==> src/sv/i2cee_pkg.sv <==
// Shared types, widths, command codes and reset values for the I2C EEPROM master.
// Used by the interfaces, the sequencer core, the top level and the checker.
`default_nettype none

package i2cee_pkg;

    localparam int PAGE_BYTES_DEF = 16;
    localparam int MAX_BURST_DEF  = 2048;

    localparam int CMD_W      = 3;
    localparam int ADDR_W     = 11;
    localparam int DATA_W     = 8;
    localparam int LEN_W      = 12;
    localparam int WAIT_W     = 16;
    localparam int BIT_W      = 4;
    localparam int CFG_IDX_W  = 1;
    localparam int CFG_DATA_W = 16;

    localparam logic [CMD_W-1:0] CMD_TICK  = 3'd0;
    localparam logic [CMD_W-1:0] CMD_LOAD  = 3'd1;
    localparam logic [CMD_W-1:0] CMD_WRITE = 3'd2;
    localparam logic [CMD_W-1:0] CMD_PAGE  = 3'd3;
    localparam logic [CMD_W-1:0] CMD_READ  = 3'd4;
    localparam logic [CMD_W-1:0] CMD_BURST = 3'd5;

    localparam logic [CFG_IDX_W-1:0] CFG_DEV_BASE = 1'b0;
    localparam logic [CFG_IDX_W-1:0] CFG_WAIT     = 1'b1;

    localparam logic [DATA_W-1:0] DEV_BASE_RST = 8'hA0;
    localparam logic [WAIT_W-1:0] WAIT_RST     = 16'd2000;

    typedef struct packed {
        logic [CMD_W-1:0]  cmd;
        logic [ADDR_W-1:0] mem_addr;
        logic [DATA_W-1:0] wr_data;
        logic [LEN_W-1:0]  xfer_len;
        logic              sda_in;
    } t_req;

    typedef struct packed {
        logic              scl_level;
        logic              sda_release;
        logic [DATA_W-1:0] rd_data;
        logic              rd_valid;
        logic              busy_res;
        logic              ack_missing;
        logic              done_res;
    } t_rsp;

    typedef struct packed {
        logic [DATA_W-1:0] device_base;
        logic [WAIT_W-1:0] write_wait_ticks;
    } t_cfg;

endpackage

`default_nettype wire

==> src/sv/i2cee_req_if.sv <==
// Request channel: one half-bit bus tick with the sampled SDA level and a command.
// Depends on i2cee_pkg for field widths.
`default_nettype none

interface i2cee_req_if;
    logic                          valid;
    logic                          ready;
    logic [i2cee_pkg::CMD_W-1:0]   cmd;
    logic [i2cee_pkg::ADDR_W-1:0]  mem_addr;
    logic [i2cee_pkg::DATA_W-1:0]  wr_data;
    logic [i2cee_pkg::LEN_W-1:0]   xfer_len;
    logic                          sda_in;

    modport source (output valid, cmd, mem_addr, wr_data, xfer_len, sda_in, input ready);
    modport sink   (input valid, cmd, mem_addr, wr_data, xfer_len, sda_in, output ready);
endinterface

`default_nettype wire

==> src/sv/i2cee_rsp_if.sv <==
// Result channel: bus levels, received byte and status for one tick.
// Depends on i2cee_pkg for field widths.
`default_nettype none

interface i2cee_rsp_if;
    logic                          valid;
    logic                          ready;
    logic                          scl_level;
    logic                          sda_release;
    logic [i2cee_pkg::DATA_W-1:0]  rd_data;
    logic                          rd_valid;
    logic                          busy_res;
    logic                          ack_missing;
    logic                          done_res;

    modport source (output valid, scl_level, sda_release, rd_data, rd_valid, busy_res,
                    ack_missing, done_res, input ready);
    modport sink   (input valid, scl_level, sda_release, rd_data, rd_valid, busy_res,
                    ack_missing, done_res, output ready);
endinterface

`default_nettype wire

==> src/sv/i2cee_core.sv <==
// Bus sequencer for the I2C EEPROM master: phase machine, shift logic and page buffer.
// Advances one tick per i_adv; depends on i2cee_pkg.
`default_nettype none

module i2cee_core #(
    parameter int PAGE_BYTES = i2cee_pkg::PAGE_BYTES_DEF,
    parameter int MAX_BURST  = i2cee_pkg::MAX_BURST_DEF
) (
    input  wire logic            i_clk,
    input  wire logic            i_rst_n,
    input  wire logic            i_adv,
    input  wire i2cee_pkg::t_req i_req,
    input  wire i2cee_pkg::t_cfg i_cfg,
    output i2cee_pkg::t_rsp      o_rsp
);

    localparam int PF_W  = $clog2(PAGE_BYTES + 1);
    localparam int IDX_W = (PAGE_BYTES > 1) ? $clog2(PAGE_BYTES) : 1;
    localparam int LW    = i2cee_pkg::LEN_W;
    localparam int BW    = i2cee_pkg::BIT_W;

    typedef enum logic [9:0] {
        PH_IDLE   = 10'b00_0000_0001,
        PH_START  = 10'b00_0000_0010,
        PH_DEVW   = 10'b00_0000_0100,
        PH_ADDR   = 10'b00_0000_1000,
        PH_DATA   = 10'b00_0001_0000,
        PH_RSTART = 10'b00_0010_0000,
        PH_DEVR   = 10'b00_0100_0000,
        PH_RX     = 10'b00_1000_0000,
        PH_STOP   = 10'b01_0000_0000,
        PH_WAIT   = 10'b10_0000_0000
    } t_phase;

    t_phase                          r_phase, n_phase;
    logic [7:0]                      r_shift, n_shift;
    logic [BW-1:0]                   r_bit, n_bit;
    logic                            r_half, n_half;
    logic [LW-1:0]                   r_left, n_left;
    logic [i2cee_pkg::WAIT_W-1:0]    r_wait, n_wait;
    logic [PF_W-1:0]                 r_fill, n_fill;
    logic [PF_W-1:0]                 r_pos, n_pos;
    logic [i2cee_pkg::ADDR_W-1:0]    r_addr, n_addr;
    logic [i2cee_pkg::CMD_W-1:0]     r_op, n_op;
    logic [7:0]                      r_data, n_data;

    logic [7:0]                      r_page [PAGE_BYTES];
    logic [7:0]                      r_pref;
    logic [PF_W-1:0]                 w_pref_addr;
    logic                            w_mem_we;
    logic [7:0]                      w_dev;
    logic                            w_is_wr;

    assign w_pref_addr = (r_phase == PH_DATA) ? PF_W'(r_pos + 1'b1) : r_pos;
    assign w_dev = i_cfg.device_base | {4'b0, r_addr[10:8], 1'b0};
    assign w_is_wr = (r_op == i2cee_pkg::CMD_WRITE) || (r_op == i2cee_pkg::CMD_PAGE);

    always_ff @(posedge i_clk) begin
        if (i_adv && w_mem_we) begin
            r_page[r_fill[IDX_W-1:0]] <= i_req.wr_data;
        end
        if (w_pref_addr < PF_W'(PAGE_BYTES)) begin
            r_pref <= r_page[w_pref_addr[IDX_W-1:0]];
        end
    end

    always_comb begin
        n_phase = r_phase;
        n_shift = r_shift;
        n_bit   = r_bit;
        n_half  = r_half;
        n_left  = r_left;
        n_wait  = r_wait;
        n_fill  = r_fill;
        n_pos   = r_pos;
        n_addr  = r_addr;
        n_op    = r_op;
        n_data  = r_data;
        w_mem_we = 1'b0;
        o_rsp = '0;
        o_rsp.scl_level   = 1'b1;
        o_rsp.sda_release = 1'b1;

        if (r_phase == PH_IDLE) begin
            if (i_req.cmd == i2cee_pkg::CMD_LOAD) begin
                if (r_fill < PF_W'(PAGE_BYTES)) begin
                    w_mem_we = 1'b1;
                    n_fill   = PF_W'(r_fill + 1'b1);
                end
            end else if (i_req.cmd == i2cee_pkg::CMD_WRITE || i_req.cmd == i2cee_pkg::CMD_PAGE ||
                         i_req.cmd == i2cee_pkg::CMD_READ || i_req.cmd == i2cee_pkg::CMD_BURST) begin
                n_op   = i_req.cmd;
                n_addr = i_req.mem_addr;
                n_data = i_req.wr_data;
                n_pos  = '0;
                if (i_req.cmd == i2cee_pkg::CMD_PAGE) begin
                    n_left = (32'(i_req.xfer_len) < PAGE_BYTES) ? i_req.xfer_len : LW'(PAGE_BYTES);
                    n_fill = '0;
                end else if (i_req.cmd == i2cee_pkg::CMD_BURST) begin
                    n_left = (32'(i_req.xfer_len) < MAX_BURST) ? i_req.xfer_len : LW'(MAX_BURST);
                end else begin
                    n_left = LW'(1);
                end
                n_phase = PH_START;
                n_shift = '0;
                n_bit   = '0;
                n_half  = 1'b0;
            end
        end

        o_rsp.busy_res = (n_phase != PH_IDLE);

        case (n_phase)
            PH_IDLE: begin
                o_rsp.scl_level   = 1'b1;
                o_rsp.sda_release = 1'b1;
            end
            PH_START, PH_RSTART: begin
                if (n_bit == BW'(0)) begin
                    o_rsp.scl_level = 1'b0;
                    n_bit = BW'(1);
                end else if (n_bit == BW'(1)) begin
                    n_bit = BW'(2);
                end else begin
                    o_rsp.sda_release = 1'b0;
                    n_bit  = '0;
                    n_half = 1'b0;
                    if (n_phase == PH_START) begin
                        n_phase = PH_DEVW;
                        n_shift = w_dev;
                    end else begin
                        n_phase = PH_DEVR;
                        n_shift = w_dev | 8'h01;
                    end
                end
            end
            PH_DEVW, PH_ADDR, PH_DATA, PH_DEVR: begin
                o_rsp.scl_level   = n_half;
                o_rsp.sda_release = (n_bit < BW'(8)) ? n_shift[3'(3'd7 - n_bit[2:0])] : 1'b1;
                if (!n_half) begin
                    n_half = 1'b1;
                end else if (n_bit < BW'(8)) begin
                    n_bit  = BW'(n_bit + 1'b1);
                    n_half = 1'b0;
                end else begin
                    o_rsp.ack_missing = i_req.sda_in;
                    n_bit  = '0;
                    n_half = 1'b0;
                    n_shift = '0;
                    case (n_phase)
                        PH_DEVW: begin
                            n_phase = PH_ADDR;
                            n_shift = n_addr[7:0];
                        end
                        PH_ADDR: begin
                            if (n_op == i2cee_pkg::CMD_WRITE) begin
                                n_phase = PH_DATA;
                                n_shift = n_data;
                            end else if (n_op == i2cee_pkg::CMD_PAGE) begin
                                if (n_left != '0) begin
                                    n_phase = PH_DATA;
                                    n_shift = r_pref;
                                end else begin
                                    n_phase = PH_STOP;
                                end
                            end else begin
                                n_phase = PH_RSTART;
                            end
                        end
                        PH_DATA: begin
                            if (n_left != '0) begin
                                n_left = LW'(n_left - 1'b1);
                            end
                            n_pos = PF_W'(n_pos + 1'b1);
                            if (n_left != '0 && n_op == i2cee_pkg::CMD_PAGE) begin
                                n_phase = PH_DATA;
                                n_shift = r_pref;
                            end else begin
                                n_phase = PH_STOP;
                            end
                        end
                        default: begin
                            n_phase = (n_left != '0) ? PH_RX : PH_STOP;
                        end
                    endcase
                end
            end
            PH_RX: begin
                o_rsp.scl_level   = n_half;
                o_rsp.sda_release = (n_bit < BW'(8)) ? 1'b1 : !(n_left > LW'(1));
                if (!n_half) begin
                    n_half = 1'b1;
                end else if (n_bit < BW'(8)) begin
                    n_shift = {n_shift[6:0], i_req.sda_in};
                    if (n_bit == BW'(7)) begin
                        o_rsp.rd_data  = n_shift;
                        o_rsp.rd_valid = 1'b1;
                    end
                    n_bit  = BW'(n_bit + 1'b1);
                    n_half = 1'b0;
                end else begin
                    if (n_left != '0) begin
                        n_left = LW'(n_left - 1'b1);
                    end
                    n_phase = (n_left != '0) ? PH_RX : PH_STOP;
                    n_shift = '0;
                    n_bit   = '0;
                    n_half  = 1'b0;
                end
            end
            PH_STOP: begin
                if (n_bit == BW'(0)) begin
                    o_rsp.scl_level   = 1'b0;
                    o_rsp.sda_release = 1'b0;
                    n_bit = BW'(1);
                end else if (n_bit == BW'(1)) begin
                    o_rsp.sda_release = 1'b0;
                    n_bit = BW'(2);
                end else begin
                    n_bit  = '0;
                    n_half = 1'b0;
                    n_shift = '0;
                    if (w_is_wr && i_cfg.write_wait_ticks != '0) begin
                        n_phase = PH_WAIT;
                        n_wait  = i_cfg.write_wait_ticks;
                    end else begin
                        n_phase = PH_IDLE;
                        o_rsp.done_res = 1'b1;
                    end
                end
            end
            PH_WAIT: begin
                if (n_wait != '0) begin
                    n_wait = n_wait - 1'b1;
                end
                if (n_wait == '0) begin
                    n_phase = PH_IDLE;
                    n_shift = '0;
                    n_bit   = '0;
                    n_half  = 1'b0;
                    o_rsp.done_res = 1'b1;
                end
            end
            default: begin
                n_phase = PH_IDLE;
            end
        endcase
    end

    always_ff @(posedge i_clk) begin
        if (!i_rst_n) begin
            r_phase <= PH_IDLE;
            r_shift <= '0;
            r_bit   <= '0;
            r_half  <= 1'b0;
            r_left  <= '0;
            r_wait  <= '0;
            r_fill  <= '0;
            r_pos   <= '0;
            r_addr  <= '0;
            r_op    <= '0;
            r_data  <= '0;
        end else if (i_adv) begin
            r_phase <= n_phase;
            r_shift <= n_shift;
            r_bit   <= n_bit;
            r_half  <= n_half;
            r_left  <= n_left;
            r_wait  <= n_wait;
            r_fill  <= n_fill;
            r_pos   <= n_pos;
            r_addr  <= n_addr;
            r_op    <= n_op;
            r_data  <= n_data;
        end
    end

endmodule

`default_nettype wire

==> src/sv/i2c_eeprom_master.sv <==
// I2C master for a 24C16-style EEPROM, one request per half-bit bus tick, one result
// per request. A request is registered, stepped through the bus sequencer and its
// result lands in an output register, so a new request is taken every clock while
// the result side keeps up. The sequencer state loop (phase, shift byte, counters)
// sets the one-tick-per-clock rate. Depends on i2cee_pkg, i2cee_req_if, i2cee_rsp_if
// and i2cee_core.
`default_nettype none

module i2c_eeprom_master #(
    parameter int PAGE_BYTES = i2cee_pkg::PAGE_BYTES_DEF,
    parameter int MAX_BURST  = i2cee_pkg::MAX_BURST_DEF
) (
    input  wire logic                                i_clk,
    input  wire logic                                i_rst_n,
    i2cee_req_if.sink                                i_req,
    i2cee_rsp_if.source                              o_rsp,
    input  wire logic                                i_cfg_we,
    input  wire logic [i2cee_pkg::CFG_IDX_W-1:0]     i_cfg_idx,
    input  wire logic [i2cee_pkg::CFG_DATA_W-1:0]    i_cfg_data
);

    i2cee_pkg::t_cfg r_cfg;
    i2cee_pkg::t_req r_in;
    i2cee_pkg::t_rsp r_out;
    i2cee_pkg::t_rsp w_step;
    logic            r_in_valid;
    logic            r_out_valid;
    logic            w_adv;
    logic            w_take;

    assign w_adv       = r_in_valid && (!r_out_valid || o_rsp.ready);
    assign i_req.ready = !r_in_valid || w_adv;
    assign w_take      = i_req.valid && i_req.ready;

    always_ff @(posedge i_clk) begin
        if (!i_rst_n) begin
            r_cfg.device_base      <= i2cee_pkg::DEV_BASE_RST;
            r_cfg.write_wait_ticks <= i2cee_pkg::WAIT_RST;
        end else if (i_cfg_we) begin
            case (i_cfg_idx)
                i2cee_pkg::CFG_DEV_BASE: r_cfg.device_base      <= i_cfg_data[7:0];
                i2cee_pkg::CFG_WAIT:     r_cfg.write_wait_ticks <= i_cfg_data;
                default: ;
            endcase
        end
    end

    always_ff @(posedge i_clk) begin
        if (!i_rst_n) begin
            r_in_valid  <= 1'b0;
            r_out_valid <= 1'b0;
        end else begin
            if (w_take) begin
                r_in_valid <= 1'b1;
            end else if (w_adv) begin
                r_in_valid <= 1'b0;
            end
            if (w_adv) begin
                r_out_valid <= 1'b1;
            end else if (o_rsp.ready) begin
                r_out_valid <= 1'b0;
            end
        end
    end

    always_ff @(posedge i_clk) begin
        if (w_take) begin
            r_in.cmd      <= i_req.cmd;
            r_in.mem_addr <= i_req.mem_addr;
            r_in.wr_data  <= i_req.wr_data;
            r_in.xfer_len <= i_req.xfer_len;
            r_in.sda_in   <= i_req.sda_in;
        end
        if (w_adv) begin
            r_out <= w_step;
        end
    end

    i2cee_core #(
        .PAGE_BYTES (PAGE_BYTES),
        .MAX_BURST  (MAX_BURST)
    ) u_core (
        .i_clk   (i_clk),
        .i_rst_n (i_rst_n),
        .i_adv   (w_adv),
        .i_req   (r_in),
        .i_cfg   (r_cfg),
        .o_rsp   (w_step)
    );

    assign o_rsp.valid       = r_out_valid;
    assign o_rsp.scl_level   = r_out.scl_level;
    assign o_rsp.sda_release = r_out.sda_release;
    assign o_rsp.rd_data     = r_out.rd_data;
    assign o_rsp.rd_valid    = r_out.rd_valid;
    assign o_rsp.busy_res    = r_out.busy_res;
    assign o_rsp.ack_missing = r_out.ack_missing;
    assign o_rsp.done_res    = r_out.done_res;

endmodule

`default_nettype wire

==> src/flat_wrapper.sv <==
// flat-port wrapper written by rule: the top's interface ports become plain ports
module i2c_eeprom_master_flat 
#(
    parameter int PAGE_BYTES = i2cee_pkg::PAGE_BYTES_DEF,
    parameter int MAX_BURST  = i2cee_pkg::MAX_BURST_DEF
)
  (i_clk, i_rst_n, i_cfg_we, i_cfg_idx, i_cfg_data, i_req_valid, i_req_cmd, i_req_mem_addr, i_req_wr_data, i_req_xfer_len, i_req_sda_in, i_req_ready, o_rsp_valid, o_rsp_scl_level, o_rsp_sda_release, o_rsp_rd_data, o_rsp_rd_valid, o_rsp_busy_res, o_rsp_ack_missing, o_rsp_done_res, o_rsp_ready);
  i2cee_req_if i_req_i ();
  i2cee_rsp_if o_rsp_i ();
  input  wire logic i_clk;
  input  wire logic i_rst_n;
  input  wire logic i_cfg_we;
  input  wire logic [i2cee_pkg::CFG_IDX_W-1:0] i_cfg_idx;
  input  wire logic [i2cee_pkg::CFG_DATA_W-1:0] i_cfg_data;
  input wire logic [$bits(i_req_i.valid)-1:0] i_req_valid;
  input wire logic [$bits(i_req_i.cmd)-1:0] i_req_cmd;
  input wire logic [$bits(i_req_i.mem_addr)-1:0] i_req_mem_addr;
  input wire logic [$bits(i_req_i.wr_data)-1:0] i_req_wr_data;
  input wire logic [$bits(i_req_i.xfer_len)-1:0] i_req_xfer_len;
  input wire logic [$bits(i_req_i.sda_in)-1:0] i_req_sda_in;
  output wire logic [$bits(i_req_i.ready)-1:0] i_req_ready;
  output wire logic [$bits(o_rsp_i.valid)-1:0] o_rsp_valid;
  output wire logic [$bits(o_rsp_i.scl_level)-1:0] o_rsp_scl_level;
  output wire logic [$bits(o_rsp_i.sda_release)-1:0] o_rsp_sda_release;
  output wire logic [$bits(o_rsp_i.rd_data)-1:0] o_rsp_rd_data;
  output wire logic [$bits(o_rsp_i.rd_valid)-1:0] o_rsp_rd_valid;
  output wire logic [$bits(o_rsp_i.busy_res)-1:0] o_rsp_busy_res;
  output wire logic [$bits(o_rsp_i.ack_missing)-1:0] o_rsp_ack_missing;
  output wire logic [$bits(o_rsp_i.done_res)-1:0] o_rsp_done_res;
  input wire logic [$bits(o_rsp_i.ready)-1:0] o_rsp_ready;
  assign i_req_i.valid = i_req_valid;
  assign i_req_i.cmd = i_req_cmd;
  assign i_req_i.mem_addr = i_req_mem_addr;
  assign i_req_i.wr_data = i_req_wr_data;
  assign i_req_i.xfer_len = i_req_xfer_len;
  assign i_req_i.sda_in = i_req_sda_in;
  assign i_req_ready = i_req_i.ready;
  assign o_rsp_valid = o_rsp_i.valid;
  assign o_rsp_scl_level = o_rsp_i.scl_level;
  assign o_rsp_sda_release = o_rsp_i.sda_release;
  assign o_rsp_rd_data = o_rsp_i.rd_data;
  assign o_rsp_rd_valid = o_rsp_i.rd_valid;
  assign o_rsp_busy_res = o_rsp_i.busy_res;
  assign o_rsp_ack_missing = o_rsp_i.ack_missing;
  assign o_rsp_done_res = o_rsp_i.done_res;
  assign o_rsp_i.ready = o_rsp_ready;
  i2c_eeprom_master #(.PAGE_BYTES(PAGE_BYTES), .MAX_BURST(MAX_BURST)) u_core (.i_clk(i_clk), .i_rst_n(i_rst_n), .i_req(i_req_i), .o_rsp(o_rsp_i), .i_cfg_we(i_cfg_we), .i_cfg_idx(i_cfg_idx), .i_cfg_data(i_cfg_data));
endmodule
==> config.mk <==
export PLATFORM = sky130hd
export DESIGN_NAME = i2c_eeprom_master_flat
export DESIGN_NICKNAME = d
export VERILOG_FILES = /design/src/sv/i2cee_pkg.sv /design/src/sv/i2cee_req_if.sv /design/src/sv/i2cee_rsp_if.sv /design/src/sv/i2cee_core.sv /design/src/sv/i2c_eeprom_master.sv /design/src/flat_wrapper.sv
export SDC_FILE = /design/constraint.sdc
export NUM_CORES = 1
export LEC_CHECK = 0
export ABC_AREA = 1
export BUFFER_PORTS_ARGS = -buffer_cell sky130_fd_sc_hd__buf_2
export CAP_MARGIN = 5
export CORE_MARGIN = 8
export CORE_UTILIZATION = 62
export DETAILED_ROUTE_END_ITERATION = 10
export MAX_ROUTING_LAYER = met4
export PLACE_DENSITY_LB_ADDON = 0.08
export SYNTH_ARGS = -nofsm -noshare
export SYNTH_HDL_FRONTEND = slang
export SYNTH_SLANG_ARGS = --single-unit
==> constraint.sdc <==
create_clock -name i_clk -period 4.02 [get_ports i_clk]
set_input_delay 0.402 -clock i_clk [delete_from_list [all_inputs] [get_ports i_clk]]
set_output_delay 0.402 -clock i_clk [all_outputs]
set_load 0.02 [all_outputs]
==> impl_metrics.ini, run 1 <==
[die]
ios = 73
die_h_microns = 173
core_area_sq_um = 24200
start_util_pct = 63.1
dieArea_sq_um = 30000
rows = 57
die_w_microns = 173

[logic_synthesis]
synth_xor_area_share_pct = 0.687
yosysUniqueCellTypes = 58
synth_top_family_by_area = simple AND/OR/NAND/NOR gates
ys.flop_type = edfxtp_1
synth_area_per_cell_sq_um = 8.21
synthAdderAreaFrac_pct = 1.06
synth_mux_area_share_pct = 0
synth_top_area_share_pct = 36.3
syn-num-nets = 1934
yosys_warnings = 0
syn_inst = 1864
synth_edf_count = 185
synthSimpleGateAreaFrac_pct = 20.5
synth-compound-area-share_pct = 19.2
synth.area.top_cells = edfxtp_1 36%, dfxtp_1 14%, nand2_1 7.7%
ys_seq_area_share_pct = 50.6
yosysTopAreaCell = edfxtp_1
async_reset_ff_share_pct = 0
netlist_area_sq_um = 15300
synth-seq-cells = 294

[setup_path]
cp-start-kind = flop
crit_arrival_ps = 4110
crit_family = simple AND/OR/NAND/NOR gates
ff2ff_setup_slack_ps = 390
cp-startpoint = u_core.r_in[34]
worst_path_most_repeated_cell = nand2_1
path_class = reg -> reg
crit_cells = 17
crit_fanout = 15
worstReg2RegStart = u_core.r_in[34]
crit_end = u_core.u_core.r_wait[15]
cp_slowest_stage_delay_ps = 560
cp_slowest_cell = a21oi_2
reg2reg_to = u_core.u_core.r_wait[15]
required_ps = 4500
reg2reg_depth = 17
critical_path_buf_inv_count = 5
crit_chain = inv_2, nand2_1, nand2_1, nor2_2, buf_4, nor2_1, inv_1, ha_1, nand2_1, inv_2, nor2_2, inv_2, o21ai_1, nand2_1, a21oi_2, o211ai_1, a21oi_1
setup.worst_path.end_class = flop

[global_route]
grt_max_degree = 81
grt_pass1_wl_microns = 71900
grt_overflow = 0
antenna_found_initial = 1
globalRouteTotalUtil_pct = 30.4
grt_pass1_vias = 13400

[finish]
layout_common_cells = 312 x nand2_1, 222 x inv_1, 222 x o21ai_0
fillers = 1850
nNetsFinal = 2022
area_growth_pct = 12.6
final_area_sq_um = 17200
fin_util_pct = 71.1
antenna_cells = 0
layout-drive-gt1-share_pct = 12.0
layout_commonest_cell = nand2_1

[placement]
dpl-instance-area_sq_um = 16100
hpwl_microns = 31600
gp_congestion = 1.01
port_buffers = 72

[timing]
post-route-period-util_pct = 90.3
tightest_slew_ps = 1170
finalSetupViolations = 0
hold_viol = 0
relSlewSlack_pct = 21.8
final_max_slew_viol_count = 0
fin_skew_ps = 28.6
fmax_mhz = 275
min_period_ps = 3630

[clock_tree]
cts.sink_count = 294
clkTransAtPathRegs_ps = 70
clockBufferDepth = 3
htreeDepth = 1
cts_made_buffers = 30
cts_tree = done
insertion_delay_ps = 580
root_buffer = clkbuf_16

[route]
drc = 0
firstDrtPassIters = 6
via_count = 14100
first_iter_violations = 1844
routed_wirelength_microns = 46300
postRouteAntennaNets = 0
wire_per_inst_microns = 20.1
vias_per_cell = 6.15

[power_and_ir_drop]
ir_drop_v = 0.000399
powerDensity_nw_per_um2 = 403
p_leak_nw = 6.97

[outcome]
outcome = completed

[job]
maxCapViolations = 0

[worst_hold_path]
hold_start = i_req_mem_addr[6]
hold_path_class = in -> reg
==> layout make-up <==
type                       count  area, sq um  share of cell area, %
clock buffer                  34          766                   4.44
sequential                   294         7740                   44.9
inverter                     240          903                   5.24
timing repair buffer         130          878                   5.10
tap                          324          405                   2.35
clock inverter                22          165                  0.958
multi-input combinational   1256         6380                   37.0
==> where the power goes <==
part / switching, mW / internal, mW / total (mW)
logic: 0.650 / 0.279 / 0.929
registers: 0.0770 / 3.29 / 3.37
clock network: 1.20 / 1.44 / 2.65
total: 1.93 / 5.01 / 6.94
==> synth_stat cells, drive strengths merged, types with 22 or more instances <==
master / instances
nand3: 75
o211ai: 23
dfxtp: 109
nor2: 244
o21ai: 231
inv: 238
edfxtp: 185
nand2: 335
clkbuf: 58
nand4: 25
nor3: 22
a21oi: 166
==> registers in the layout, indices dropped and copies added (netlist names), 3 cells and up <==
register,flops
u_core.u_core.r_data,8
u_core.u_core.r_fill,5
u_core.o_rsp.rd_data,8
u_core.r_in,35
u_core.u_core.r_phase,10
u_core.u_core.r_page,128
u_core.u_core.r_wait,16
u_core.u_core.r_bit,4
u_core.u_core.r_left,12
u_core.u_core.r_shift,8
u_core.r_cfg,24
u_core.u_core.r_pref,8
u_core.u_core.r_op,3
u_core.u_core.r_pos,5
u_core.u_core.r_addr,11
==> stage by stage <==
step / setup TNS (ps) / setup WS (ps) / hold WS (ps) / instances / total power, mW
6_report: 0 / 389 / 5.43 / 2300 / 6.94
5_1_grt: -1.92 / -1.92 / 0.489 / 2300 / 7.15
4_1_cts: 0 / 400 / 0.0102 / 2289 / 6.90
3_5_place_dp: 0 / 413 / 450 / 2224 / 4.30
3_3_place_gp: 0 / 453 / 444 / 2224 / 4.29
2_1_floorplan: 0 / 999 / 429 / 1864 / 4.02
==> routing by layer <==
| metal | GRT usage [%] | up-vias | wire length, microns |
|---|---|---|---|
| li1 | - | 6590 | - |
| met1 | 40.0 | 6517 | 18600 |
| met2 | 46.8 | 903 | 21200 |
| met3 | 4.62 | 127 | 4730 |
| met4 | 11.9 | 0 | 1650 |
| met5 | - | - | 0 |
==> repair_timing <==
action	CTS	global route
gates resized for setup	0	1
hold endpoints to repair	9	9
buffers inserted	0	2
endpoints found under the setup margin	0	2
hold buffers	9	9
==> worst min-delay path by stage <==
| stage | to | slack, ps | cells after the start |
|---|---|---|---|
| after floorplan | u_core.r_cfg[21] | 430 | 2 |
| after global placement | u_core.r_cfg[21] | 440 | 2 |
| after detailed placement | u_core.r_cfg[21] | 450 | 2 |
| after CTS | u_core.r_in[20] | 0.01 | 1 |
| after global routing | u_core.r_in[33] | 0.5 | 1 |
| final | u_core.r_in[27] | 5 | 1 |
==> cell families (layout without fill, tap and decap cells) <==
kind of cell,Yosys count,count (layout)
buffers and inverters,314,426
XOR/XNOR,12,12
flip-flops,294,294
adder cells (fa/ha/maj),13,13
AO/OA/AOI/OAI,511,511
AND/OR/NAND/NOR,720,720
Note: power is estimated with default switching activity, not from simulation.
==> run 2, diff against run 1 <==
- REMOVE_ABC_BUFFERS: default -> 1
==> run 2 against run 1 <==
  * Clock-buffer cell count is 8 higher
  * Setup slack improved by 5.0 ps
  * Total power grew 3.7%
  * Cell area rose by 1.6%
  * Combinational power is 1% higher
  * Critical endpoint is now u_core.u_core.r_shift[2]
  * Largest cell class unchanged
==> impl_metrics.ini, run 2 (synthesis results as in run 1) <==
[power_and_ir_drop]
power_frac_comb_pct = 13.1
p_leak_nw = 7.11
p_sw_share_pct = 27.0
p_clk_share_pct = 40.1
switchingPower_mw = 1.94
powerDensity_nw_per_um2 = 411
ir_drop_v = 0.000435
seqPwrFrac_pct = 46.8
internal_power_mw = 5.25

[setup_path]
crit_end = u_core.u_core.r_shift[2]
critical_path_buf_inv_count = 4
worstReg2RegStart = u_core.r_in[34]
reg2reg_depth = 25
crit_fanout = 22
ff2ff_setup_slack_ps = 390
cp-startpoint = u_core.r_in[34]
worst_path_most_repeated_cell = nand2_1
crit_family = simple AND/OR/NAND/NOR gates
path_class = reg -> reg
cp_slowest_cell = edfxtp_1
cp_slowest_stage_delay_ps = 460
cp-start-kind = flop
crit_arrival_ps = 4070
reg2reg_to = u_core.u_core.r_shift[2]
crit_cells = 25
setup.worst_path.end_class = flop
required_ps = 4460

[route]
wire_per_inst_microns = 19.9
vias_per_cell = 6.13
first_iter_violations = 2028
routed_wirelength_microns = 46200
firstDrtPassIters = 6
drc = 0
postRouteAntennaNets = 0
via_count = 14200

[clock_tree]
cts.sink_count = 294
cts_made_buffers = 31
root_buffer = clkbuf_16
post-cts-setup-buffers = 0
clockBufferDepth = 3
clkTransAtPathRegs_ps = 60
htreeDepth = 1
cts_tree = done
insertion_delay_ps = 570

[global_route]
grt_pass1_wl_microns = 71600
grt_overflow = 0
antenna_found_initial = 0
globalRouteTotalUtil_pct = 30.3
grt_max_degree = 81
grt_pass1_vias = 13200

[placement]
hpwl_microns = 31100
dp_slack_ps = 322
port_buffers = 72
dpl-instance-area_sq_um = 16100
gp_congestion = 1.07

[job]
maxCapViolations = 0

[timing]
tns_ps = 0
min_period_ps = 3630
final_max_slew_viol_count = 0
finalSetupViolations = 0
tightest_slew_ps = 1150
fin_ws_ps = 394
rsz0062_at_grt = false
relSlewSlack_pct = 23.0
fmax_mhz = 276
post-route-period-util_pct = 90.2
fin_skew_ps = 12.9
hold_viol = 0

[outcome]
outcome = completed

[finish]
nNetsFinal = 2044
layout_commonest_cell = nand2_1
layout-drive-gt1-share_pct = 12.5
antenna_cells = 0
final_area_sq_um = 17500
layout_common_cells = 311 x nand2_1, 222 x inv_1, 222 x o21ai_0
area_growth_pct = 14.3
largest_reg_flops = 128

[worst_hold_path]
hold_path_class = in -> reg

[die]
die_w_microns = 173
ios = 73
rows = 57
core_area_sq_um = 24200
start_util_pct = 63.1
dieArea_sq_um = 30000
die_h_microns = 173
==> run 2: cell type report <==
type | instances | area (sq um)
fillers | 1830 | 6750
clock inverters | 16 | 185
well taps | 324 | 405
multi-input cells | 1256 | 6380
clock buffers | 42 | 841
inverters | 240 | 903
repair buffers | 151 | 1040
flip-flops and latches | 294 | 7740
==> run 2: worst min-delay path by stage <==
stage                                to  slack, ps                startpoint  depth (start not counted)
2_1_floorplan          u_core.r_cfg[21]        430          u_core.r_cfg[21]                          2
3_3_place_gp    u_core.u_core.r_addr[7]        450   u_core.u_core.r_addr[7]                          2
3_5_place_dp   u_core.u_core.r_wait[15]        460  u_core.u_core.r_wait[15]                          2
4_1_cts                 u_core.r_in[33]          2              i_req_cmd[1]                          1
5_1_grt                 u_core.r_in[20]        0.1          i_req_wr_data[7]                          1
6_report                u_core.r_in[30]         20         i_req_mem_addr[9]                          1
==> run 2: repair_timing <==
action                                  in CTS  in global routing
hold buffers                                30                  1
endpoints found under the hold margin       30                  1
endpoints found under the setup margin       0                  6
resized for setup                            0                  3
==> run 2: power groups by stage <==
stage	clock network [mW]	registers [mW]	logic [mW]
global route	3.02	3.37	1.03
finish	2.89	3.37	0.942
detailed placement	0	3.43	0.878
CTS	2.90	3.36	0.906
global placement	0	3.42	0.874
floorplan	0	3.40	0.588
==> run 2: routing by layer <==
layer	vias up	part of all wire, %	GRT usage (%)
met5	-	0	-
met4	0	3.5	10.7
met3	135	11	5.86
met2	915	45	46.0
met1	6550	40	40.2
li1	6629	-	-
==> run 2: stage by stage <==
stage	util, %	power [mW]	hold slack [ps]	cells
2_1_floorplan	-	3.99	429	1790
3_3_place_gp	66.6	4.30	453	2234
3_5_place_dp	66.6	4.30	456	2234
4_1_cts	72.1	7.16	2.33	2322
5_1_grt	72.2	7.42	0.131	2323
6_report	72.2	7.19	20.2	2323
==> run 3, diff against run 2 <==
- CORE_UTILIZATION: 62 -> 41
- SLEW_MARGIN: default -> 20
==> run 3 against run 2 <==
  * Cell count increased by 5.9%
  * Hold slack improved by 5.7 ps
  * Sequential share of layout area decreased by 0.47 points
  * Sequential power about the same
==> impl_metrics.ini, run 3 (synthesis results as in run 1) <==
[worst_hold_path]
hold_path_class = in -> reg
hold_start = i_req_sda_in
min_path_cells = 1
holdPathEnd = u_core.r_in[0]

[placement]
gp_congestion = 0.947
dpl-instance-area_sq_um = 16400
hpwl_microns = 34700
dp_slack_ps = 311
port_buffers = 72
dp.cells = 2382

[power_and_ir_drop]
ir_drop_v = 0.000387
total_power_mw = 7.42
p_leak_nw = 7.12
powerDensity_nw_per_um2 = 419

[finish]
nNetsFinal = 2037
largest_reg_flops = 128
fillers = 3561
fin_util_pct = 48.2
area_growth_pct = 15.6
regArea_sq_um = 7740
multi_input_area_sq_um = 6380
final_cells = 2461
layout_common_cells = 312 x nand2_1, 222 x o21ai_0, 221 x inv_1
antenna_cells = 0
final_area_sq_um = 17700
layout-drive-gt1-share_pct = 13.0
layout_commonest_cell = nand2_1

[global_route]
globalRouteTotalUtil_pct = 22.6
use_met1_pct = 31.3
grt_max_degree = 53
grt_pass1_vias = 12900
grt_pass1_wl_microns = 75900
grt_util_met3_pct = 2.98
grt_overflow = 0
grtUsageMet2_pct = 34.4
antenna_found_initial = 0
grt-busiest-layer = met2

[die]
dieArea_sq_um = 43800
rows = 70
start_util_pct = 41.7
die_w_microns = 209
die_h_microns = 209
ios = 73
core_area_sq_um = 36700

[setup_path]
cp-startpoint = u_core.r_in[34]
reg2reg_depth = 21
cp-start-kind = flop
crit_fanout = 15
worstReg2RegStart = u_core.r_in[34]
ff2ff_setup_slack_ps = 310
reg2reg_to = u_core.u_core.r_phase[8]
path_class = reg -> reg
required_ps = 4510
crit_arrival_ps = 4200
setup.worst_path.end_class = flop

[route]
routed_wirelength_microns = 48600
postRouteAntennaNets = 0
via_count = 13600
drc = 0
vias_per_cell = 5.51
firstDrtPassIters = 5
first_iter_violations = 990
wire_per_inst_microns = 19.8

[timing]
fin_skew_ps = 21.1
min_period_ps = 3710
post-route-period-util_pct = 92.4
relSlewSlack_pct = 44.2
hold_viol = 0
hold_slack_ps = 25.9
tns_ps = 0
fin_ws_ps = 305
tightest_slew_ps = 833
finalSetupViolations = 0
final_max_slew_viol_count = 0
fmax_mhz = 269
rsz0062_at_grt = false

[clock_tree]
clkTransAtPathRegs_ps = 60
htreeDepth = 2
insertion_delay_ps = 560
clockBufferDepth = 3
post-cts-setup-buffers = 0
root_buffer = clkbuf_16
cts_tree = done
cts.sink_count = 294
cts_made_buffers = 34

[job]
maxCapViolations = 0

[outcome]
outcome = completed
[run 3: worst max-delay path by stage]
stage / end / slack, ps / cells after the start
after floorplan: u_core.u_core.r_pref[0] / -30 / 10
after global placement: u_core.u_core.r_phase[8] / 330 / 21
after detailed placement: u_core.u_core.r_phase[8] / 310 / 21
after CTS: u_core.u_core.r_phase[8] / 290 / 21
after global routing: u_core.u_core.r_wait[10] / 10 / 17
final: u_core.u_core.r_phase[8] / 310 / 21
[run 3: where the power goes]
| part | leakage, nW | internal, mW | switching [mW] | total (mW) |
|---|---|---|---|---|
| sequential | 2.60 | 3.29 | 0.0753 | 3.37 |
| combinational | 3.97 | 0.286 | 0.658 | 0.944 |
| clock | 0.549 | 1.79 | 1.32 | 3.11 |
| total | 7.12 | 5.36 | 2.06 | 7.42 |
[run 3: metal layers]
layer | part of all wire [%] | up-vias
met4 | 2.2 | 0
met2 | 45 | 402
met1 | 48 | 6474
met5 | 0 | -
met3 | 5.4 | 70
li1 | - | 6610
[run 3: layout make-up]
type	count	share of cell area, %
clock buffers	42	5.21
clock inverters	20	1.12
inverters	240	5.11
multi-input cells	1256	36.1
flip-flops and latches	294	43.7
well taps	468	3.31
repair buffers	141	5.42
[run 3: what timing repair did]
item / in CTS / in global routing
endpoints found under the setup margin: 0 / 1
hold buffers: 17 / 0
resized for setup: 0 / 3
endpoints found under the hold margin: 17 / 0
[run 3: worst max-delay path: stages (launching register included)]
cell	delay (ps)
edfxtp_1	450
inv_2	80
nand2_1	210
nand2_4	200
nand3_2	230
buf_4	310
nand2_1	120
o21ai_2	110
nor2_4	130
nand2_2	90
nor2_4	170
nand2_4	100
buf_4	220
inv_1	150
a21oi_1	120
nor2_1	130
nand2_1	70
nor3_2	260
nand3_1	140
nand3_1	140
nand2_1	80
a21oi_1	120
